$ cat config.mk
export PLATFORM = sky130hd
export DESIGN_NAME = nearest_color_pixel_classifier
export DESIGN_NICKNAME = d
export VERILOG_FILES = /design/src/rtl/ncpc_pkg.sv /design/src/rtl/nearest_color_pixel_classifier.sv
export SDC_FILE = /design/constraint.sdc
export NUM_CORES = 2
export LEC_CHECK = 0
export ABC_AREA = 1
export BUFFER_PORTS_ARGS = -buffer_cell sky130_fd_sc_hd__buf_2
export CAP_MARGIN = 25
export CORE_MARGIN = 2
export CORE_UTILIZATION = 62
export CTS_CLUSTER_DIAMETER = 60
export DETAILED_ROUTE_END_ITERATION = 16
export PLACE_DENSITY = 0.78
export SKIP_LAST_GASP = 1
export SYNTH_ARGS = -nofsm -noshare
export SYNTH_HDL_FRONTEND = slang
export SYNTH_SLANG_ARGS = --single-unit
$ cat constraint.sdc
create_clock -name aclk -period 7.9 [get_ports aclk]
set_input_delay 1.185 -clock aclk [delete_from_list [all_inputs] [get_ports aclk]]
set_output_delay 1.185 -clock aclk [all_outputs]
set_load 0.01 [all_outputs]
$ cat src/rtl/ncpc_pkg.sv
`default_nettype none

package ncpc_pkg;

    localparam int NUM_CLASSES = 4;
    localparam int FRAC_BITS   = 4;
    localparam int CHAN_W      = 8;
    localparam int COORD_W     = CHAN_W + FRAC_BITS;
    localparam int CENTER_W    = 2 * COORD_W;
    localparam int CUTOFF_W    = 13;
    localparam int SQ_W        = 2 * COORD_W;
    localparam int DIST_W      = SQ_W + 1;
    localparam int LIM_SQ_W    = 2 * CUTOFF_W;
    localparam int CLASS_W     = 3;
    localparam int CFG_ADDR_W  = 3;
    localparam int CFG_DATA_W  = CENTER_W;
    localparam int COLOR_W     = 8;
    localparam int CIDX_W      = $clog2(NUM_CLASSES);

    typedef enum logic [CFG_ADDR_W-1:0] {
        REG_CENTER_RED    = 3'd0,
        REG_CENTER_YELLOW = 3'd1,
        REG_CENTER_GREEN  = 3'd2,
        REG_CENTER_BLUE   = 3'd3,
        REG_CUTOFF_RED    = 3'd4,
        REG_CUTOFF_YELLOW = 3'd5,
        REG_CUTOFF_GREEN  = 3'd6,
        REG_CUTOFF_BLUE   = 3'd7
    } cfg_reg_t;

    localparam logic [CLASS_W-1:0] CLASS_NONE = 3'd0;

    localparam logic [CENTER_W-1:0] CENTER_RST [NUM_CLASSES] = '{
        24'd12905725, 24'd11814734, 24'd0, 24'd0
    };
    localparam logic [CUTOFF_W-1:0] CUTOFF_RST [NUM_CLASSES] = '{
        13'd800, 13'd320, 13'd0, 13'd0
    };

    // Representative colours, {B, G, R}
    localparam logic [3*COLOR_W-1:0] REP_BGR [NUM_CLASSES] = '{
        {8'd0,   8'd0,   8'd255},
        {8'd0,   8'd255, 8'd255},
        {8'd0,   8'd255, 8'd0},
        {8'd255, 8'd0,   8'd0}
    };

    typedef struct packed {
        logic [CHAN_W-1:0] chan_a;
        logic [CHAN_W-1:0] chan_b;
    } pixel_in_t;

    typedef struct packed {
        logic [CLASS_W-1:0] class_id;
        logic [COLOR_W-1:0] out_blue;
        logic [COLOR_W-1:0] out_green;
        logic [COLOR_W-1:0] out_red;
    } class_out_t;

endpackage

`default_nettype wire

$ cat src/rtl/nearest_color_pixel_classifier.sv
`default_nettype none

// Nearest-colour pixel classifier. Takes the Lab a/b bytes of one pixel per
// transaction and returns the nearest of four configured colour classes whose
// squared a/b distance is strictly below that class's squared cutoff, with
// ties going to the higher class, plus its fixed BGR colour (all zero when no
// class matches). Throughput is one pixel per clock. The pipeline runs from the
// input register through a stage of eight 12x12 squarers, then on to the
// sum/compare/select feeding the output register. Back-pressure stalls the
// whole pipeline. Registers are written through cfg_wr_en/cfg_addr/cfg_wdata;
// the user must write them only while no pixel is in flight, which the block
// does not enforce. The squared cutoffs are registered again from the cutoffs.
module nearest_color_pixel_classifier (
    input  wire logic                              aclk,
    input  wire logic                              aresetn,
    input  wire logic                              cfg_wr_en,
    input  wire logic [ncpc_pkg::CFG_ADDR_W-1:0]   cfg_addr,
    input  wire logic [ncpc_pkg::CFG_DATA_W-1:0]   cfg_wdata,
    input  wire logic                              s_valid,
    output logic                                   s_ready,
    input  wire ncpc_pkg::pixel_in_t               s_data,
    output logic                                   m_valid,
    input  wire logic                              m_ready,
    output ncpc_pkg::class_out_t                   m_data
);

    localparam int N = ncpc_pkg::NUM_CLASSES;

    logic [ncpc_pkg::CENTER_W-1:0] center_reg [N];
    logic [ncpc_pkg::CUTOFF_W-1:0] cutoff_reg [N];
    logic [ncpc_pkg::LIM_SQ_W-1:0] lim_sq_reg [N];

    logic                       v0_reg, v1_reg, v2_reg;
    logic                       adv0, adv1, adv2;
    ncpc_pkg::pixel_in_t        px_reg;
    logic [ncpc_pkg::SQ_W-1:0]  da2_reg [N];
    logic [ncpc_pkg::SQ_W-1:0]  db2_reg [N];
    logic [ncpc_pkg::SQ_W-1:0]  da2_next [N];
    logic [ncpc_pkg::SQ_W-1:0]  db2_next [N];
    ncpc_pkg::class_out_t       out_reg, out_next;

    // configuration
    always_ff @(posedge aclk) begin
        if (!aresetn) begin
            for (int c = 0; c < N; c++) begin
                center_reg[c] <= ncpc_pkg::CENTER_RST[c];
                cutoff_reg[c] <= ncpc_pkg::CUTOFF_RST[c];
            end
        end else if (cfg_wr_en) begin
            unique case (ncpc_pkg::cfg_reg_t'(cfg_addr))
                ncpc_pkg::REG_CENTER_RED:    center_reg[0] <= cfg_wdata;
                ncpc_pkg::REG_CENTER_YELLOW: center_reg[1] <= cfg_wdata;
                ncpc_pkg::REG_CENTER_GREEN:  center_reg[2] <= cfg_wdata;
                ncpc_pkg::REG_CENTER_BLUE:   center_reg[3] <= cfg_wdata;
                ncpc_pkg::REG_CUTOFF_RED:
                    cutoff_reg[0] <= cfg_wdata[ncpc_pkg::CUTOFF_W-1:0];
                ncpc_pkg::REG_CUTOFF_YELLOW:
                    cutoff_reg[1] <= cfg_wdata[ncpc_pkg::CUTOFF_W-1:0];
                ncpc_pkg::REG_CUTOFF_GREEN:
                    cutoff_reg[2] <= cfg_wdata[ncpc_pkg::CUTOFF_W-1:0];
                ncpc_pkg::REG_CUTOFF_BLUE:
                    cutoff_reg[3] <= cfg_wdata[ncpc_pkg::CUTOFF_W-1:0];
                default: ;
            endcase
        end
    end

    always_ff @(posedge aclk) begin
        for (int c = 0; c < N; c++) begin
            lim_sq_reg[c] <= ncpc_pkg::LIM_SQ_W'(cutoff_reg[c]) *
                             ncpc_pkg::LIM_SQ_W'(cutoff_reg[c]);
        end
    end

    // pipeline flow control
    assign adv2    = !v2_reg || m_ready;
    assign adv1    = !v1_reg || adv2;
    assign adv0    = !v0_reg || adv1;
    assign s_ready = adv0;
    assign m_valid = v2_reg;
    assign m_data  = out_reg;

    always_ff @(posedge aclk) begin
        if (!aresetn) begin
            v0_reg <= 1'b0;
            v1_reg <= 1'b0;
            v2_reg <= 1'b0;
        end else begin
            if (adv0) v0_reg <= s_valid;
            if (adv1) v1_reg <= v0_reg;
            if (adv2) v2_reg <= v1_reg;
        end
    end

    // stage 1: per-class squared differences
    always_comb begin
        logic [ncpc_pkg::COORD_W-1:0] pa, pb, ca, cb, da, db;
        pa = {px_reg.chan_a, {ncpc_pkg::FRAC_BITS{1'b0}}};
        pb = {px_reg.chan_b, {ncpc_pkg::FRAC_BITS{1'b0}}};
        for (int c = 0; c < N; c++) begin
            ca = center_reg[c][ncpc_pkg::COORD_W-1:0];
            cb = center_reg[c][ncpc_pkg::CENTER_W-1:ncpc_pkg::COORD_W];
            da = (ca >= pa) ? (ca - pa) : (pa - ca);
            db = (cb >= pb) ? (cb - pb) : (pb - cb);
            da2_next[c] = ncpc_pkg::SQ_W'(da) * ncpc_pkg::SQ_W'(da);
            db2_next[c] = ncpc_pkg::SQ_W'(db) * ncpc_pkg::SQ_W'(db);
        end
    end

    // stage 2: sum, cutoff test, nearest select (later class wins ties)
    always_comb begin
        logic [ncpc_pkg::DIST_W-1:0] d2;
        logic [ncpc_pkg::DIST_W-1:0] best;
        logic [ncpc_pkg::CIDX_W-1:0] win;
        logic                        found;
        best  = '0;
        win   = '0;
        found = 1'b0;
        for (int c = 0; c < N; c++) begin
            d2 = ncpc_pkg::DIST_W'(da2_reg[c]) + ncpc_pkg::DIST_W'(db2_reg[c]);
            if (ncpc_pkg::LIM_SQ_W'(d2) < lim_sq_reg[c]) begin
                if (!found || d2 <= best) begin
                    best  = d2;
                    win   = ncpc_pkg::CIDX_W'(c);
                    found = 1'b1;
                end
            end
        end
        if (found) begin
            out_next.class_id = ncpc_pkg::CLASS_W'(win) + ncpc_pkg::CLASS_W'(1);
            {out_next.out_blue, out_next.out_green, out_next.out_red} =
                ncpc_pkg::REP_BGR[win];
        end else begin
            out_next = '0;
            out_next.class_id = ncpc_pkg::CLASS_NONE;
        end
    end

    always_ff @(posedge aclk) begin
        if (adv0) px_reg <= s_data;
        if (adv1) begin
            for (int c = 0; c < N; c++) begin
                da2_reg[c] <= da2_next[c];
                db2_reg[c] <= db2_next[c];
            end
        end
        if (adv2) out_reg <= out_next;
    end

endmodule

`default_nettype wire

# Word level (Yosys, flattened, before mapping)
# Memory sizes are Yosys's and may differ from the RTL's.
# Cells that the tools add are included.
[word_totals]
reg_bits = 46
ram_bits = 444
inputBits = 48
elab_cells = 164
memories = 5
[memory_table]
columns = ["memory", "depth", "width", "read_ports", "rd_clocked_by_memory_dff", "wr", "line", "text"]
rows = [
  ["lim_sq_reg", 4, 26, 4, 0, 4, "nearest_color_pixel_classifier.sv:31", "logic [ncpc_pkg::LIM_SQ_W-1:0] lim_sq_reg [N];"],
  ["center_reg", 4, 24, 4, 0, 4, "nearest_color_pixel_classifier.sv:29", "logic [ncpc_pkg::CENTER_W-1:0] center_reg [N];"],
  ["da2_reg", 4, 24, 4, 0, 4, "nearest_color_pixel_classifier.sv:36", "logic [ncpc_pkg::SQ_W-1:0] da2_reg [N];"],
  ["db2_reg", 4, 24, 4, 0, 4, "nearest_color_pixel_classifier.sv:37", "logic [ncpc_pkg::SQ_W-1:0] db2_reg [N];"],
  ["cutoff_reg", 4, 13, 4, 0, 4, "nearest_color_pixel_classifier.sv:30", "logic [ncpc_pkg::CUTOFF_W-1:0] cutoff_reg [N];"],
]
[classes]
add_sub_neg = 21
multipliers = 12
order_cmp = 16
n_eq_ne = 7
muxes = 72
n_bitwise = 9
n_reduce_logical = 13
[ops]
columns = ["cell", "count"]
rows = [
  ["$mul 12x12->24", 8],
  ["$sub 12x12->12", 16],
  ["$mux 24", 6],
  ["$mux 25", 5],
  ["$lt 25x26->1", 4],
  ["$mul 13x13->26", 4],
  ["$add 24x24->25", 4],
  ["$ge 12x12->1", 8],
  ["$mux 12", 8],
  ["$le 25x25->1", 3],
  ["$mux 13", 4],
  ["$bmux 24 s2", 1],
  ["$mux 1", 44],
  ["$eq 3x3->1 const B", 4],
  ["$mux 2", 4],
  ["$or 1x1->1", 8],
  ["$eq 3x2->1 const B", 2],
  ["$logic_not 1->1", 6],
  ["$logic_or 1x1->1", 6],
  ["$add 2x1->3 const B", 1],
  ["$eq 3x1->1 const B", 1],
  ["$ge 3x3->1 const B", 1],
  ["$logic_not 3->1", 1],
  ["$not 2->3", 1],
]

# Logic depth before layout (Yosys ltp)
[depth]
ltp_word = 19
ltp_mapped = 71
depth_no_buf = 68

# Worst setup path before layout
# Ideal clock, no wire load.
[synth_path]
kind = "register to register"
startpoint = "mem db2_reg[0][3] (netlist bit)"
endpoint = "reg out_reg, in the netlist m_data[25], data pin"
setup_ps = 259
t_arrival_ps = 6939
t_required_ps = 7641
slack_ps = 702
stages_incl_launch_ff = 61
path_cell_list = "edfxtp_1 ha_1 nand2_1 nand2_1 nand2_1 nand2_1 inv_1 o21bai_1 nand2_1 nand2_1 nand2_1 nand2_1 inv_1 ha_1 nand2_1 nor2_1 nand4_1 nor2_1 [... 25 more ...] nand2_2 buf_2 nand3_1 nand2_1 ha_1 nand2_1 nor3_1 nor3b_1 nand2_1 inv_1 nor2_1 nor2_1 nand2_1 nand2_1 nand2_1 ha_1 inv_1 nor2_1"
[synth_rtl]
columns = ["element", "line", "text"]
rows = [
  ["start: declaration", "nearest_color_pixel_classifier.sv:37", ""],
  ["end signal: assignment", "nearest_color_pixel_classifier.sv:147", "if (adv2) out_reg <= out_next;"],
  ["end: declaration", "nearest_color_pixel_classifier.sv:40", "ncpc_pkg::class_out_t out_reg, out_next;"],
]

==> results.md <==
- Worst skew pair latency: 0.68 ns
- Crit path required time: 8.31 ns
- Clock skew: 0.0382 ns
- Syn Inst Count: 10100
- Starting Density: 0.624
- Worst-margin pin slew: 1.12 ns
- First-pass GRT wire length: 352000 um
- CP Class: reg -> reg
- Die H: 365 um
- Critical Path Most Common Cell: nand2_1
- Mux cell area share after synthesis: 0.000372
- Max-slew violations: 0
- Core Util, Final: 0.679
- Max reg flops: 100
- Total track usage: 0.335
- Syn avg cell area: 8.01 um2
- RePlAce Congestion: 0.984
- Worst path arrival time: 8.18 ns
- Post-Synth Simple-Gate Area: 0.177
- CTS buffer count: 60
- Rows: 132
- Die ar.: 0.133 mm2
- Syn nets: 12300
- Cell accounting for the most synthesized area: fa_1
- Clk slew on worst S/H paths: 0.06 ns
- Drt wl/cell: 18.1 um
- Detail Route Antenna Nets: 0
- Share of layout cells above drive strength 1: 0.0758
- Type of origin of the critical path: flip-flop
- H-tree levels: 2
- Area contributors post-synth: fa_1 25%, ha_1 17%, edfxtp_1 13%
- DRT iter0 DRCs: 5181
- Max_cap viols: 0
- Post-synthesis adder-cell area fraction: 0.425
- Most common cell after layout, fill and taps aside: inv_1
- CP max-delay cell: edfxtp_1
- Setup-failing EPs final: 0
- Placeable Area: 0.129 mm2
- Outcome: finished, final reports clean
- Relative slew slack: 0.253
- Final hold violation count: 0
- Synth unique cells: 67
- Largest family of logic cells by synthesized area: adder cells
- Commonest non-fill, non-tap cells in the layout: 2362 x inv_1, 1803 x nand2_1, 1072 x ha_1
- Top-area cell type share of the netlist area: 0.253
- DRC viols: 0
- Root Buffer: clkbuf_16
- HP Class: reg -> reg
- Pre-CTS WS: -0.0616 ns
- Number of synthesized register bits: 455
- Longest Clk Path Bufs: 3
- # nets final: 12500
- Fillers: 10700
- Final worst setup slack: 0.131 ns
- Total wire length: 220000 um
- DP Area: 0.0845 mm2
- HPWL after DPL: 183000 um
- Design area: 0.0880 mm2
- Tmin final: 7.77 ns
- Xor and xnor fraction of the mapped netlist area: 0.0479
- Period utilization: 0.983
- Vias per Instance: 5.46
- I/O Buffers: 76
- Compound-Gate Fraction of Synth Area: 0.0694
- CTS Sinks: 455
- Chip width: 365 um
- Area growth syn-to-layout: 8.86%
- CP endpoint kind: flip-flop
- Critical Path Fanout Max: 8
- Largest net degree at the start of global routing: 150
- F_max: 0.129 GHz
- Vias in the first global route: 67600
- Top-Level Pins: 77
- Vias: 66100
- GRT Residual Overflow: 0
- Critical Path Max Stage Delay: 0.42 ns
- RSZ-0062 raised after global routing: yes
- Initial antenna violation count: 12
- Drt first pass iters: 6
- Ys Warns: 0
- Mapped cell area: 0.0808 mm2
- Seq/Total Area, Yosys: 0.156
- TritonCTS clock tree: done
==> metal layers <==
layer	wire, um	global-route usage	up-vias
met5	78	0	-
met2	101000	0.551	2261
met4	9120	0.121	12
met3	16600	0.0484	469
met1	92400	0.451	31900
li1	-	-	31500
==> what timing repair did <==
action	CTS	global route
hold buffers	0	0
gates cloned	0	7
setup buffers	1	16
pin swaps	2	93
resized for setup	4	207
endpoints found under the setup margin	1	11
==> area by class of cell <==
class	count	area [um2]	area share
Sequential cell	455	12600	0.144
Timing Repair Buffer	365	2860	0.0326
Clock inverter	47	514	0.00584
Antenna cell	1	2.50	0.0000284
Tap cell	1742	2180	0.0248
Multi-Input combinational cell	7036	59200	0.673
Inverter	2395	9000	0.102
Clock buffer	67	1610	0.0183
==> cells by family after synthesis <==
kind of cell,count (synthesis)
fa+ha+maj,2132
other cells,1
buf+inv,2596
compound gates,979
flops,455
simple gates,3494
mux,3
xor+xnor,427
==> worst paths after layout <==
check | from | end | cells past startpoint | slack (ns)
worst max register to register | da2_reg[0][3]$_DFFE_PP_ | m_data[25]$_SDFFCE_PN0P_ | 62 | 0.13
worst min-delay path | v0_reg$_SDFFE_PN0P_ | v1_reg$_SDFFE_PN0P_ | 1 | 0.48
worst max-delay path | da2_reg[0][3]$_DFFE_PP_ | m_data[25]$_SDFFCE_PN0P_ | 62 | 0.13
worst min register to register | v0_reg$_SDFFE_PN0P_ | v1_reg$_SDFFE_PN0P_ | 1 | 0.48
==> metrics by stage <==
step / hold slack, ns / TNS [ns] / instances
after floorplan: 0.410 / 0 / 10100
after global placement: 0.453 / 0 / 12000
after detailed placement: 0.466 / -0.0616 / 12000
after CTS: 0.480 / 0 / 12100
after global routing: 0.489 / -1.01 / 12100
final: 0.476 / 0 / 12100
==> cell usage after synthesis (all sizes together) <==
cell type     n
inv        2391
nand2      1862
ha         1112
nor2       1081
fa         1020
a21oi       485
edfxtp      352
xor2        308
nand3       307
o21ai       249
xnor2       119
buf         109
dfxtp       103
clkbuf       92
nor3         71
nand4        62
o21bai       55
a21o         49
and2         33
or2          33
a31oi        30
nand3b       28
o21a         26
o211ai       25
a21boi       15
o31ai        15
nor4         10
o2111ai      10
a211oi        9
nor3b         5
a221oi        4
clkinv        4
mux2i         3
a31o          2
a211o         1
a41oi         1
and3          1
conb          1
nor4b         1
o221a         1
o22ai         1
o311ai        1
==> worst max-delay path: cells and delay by family, from the launching register on <==
family | cells | cell delay, ns
adder cells (fa/ha/maj) | 6 | 1.70
flip-flops | 1 | 0.42
AND/OR/NAND/NOR | 44 | 4.03
buffers and inverters | 10 | 0.99
AO/OA/AOI/OAI | 2 | 0.35
Power is not shown: default switching activity piles up to over one toggle a cycle in this logic, so the estimate is an artifact.
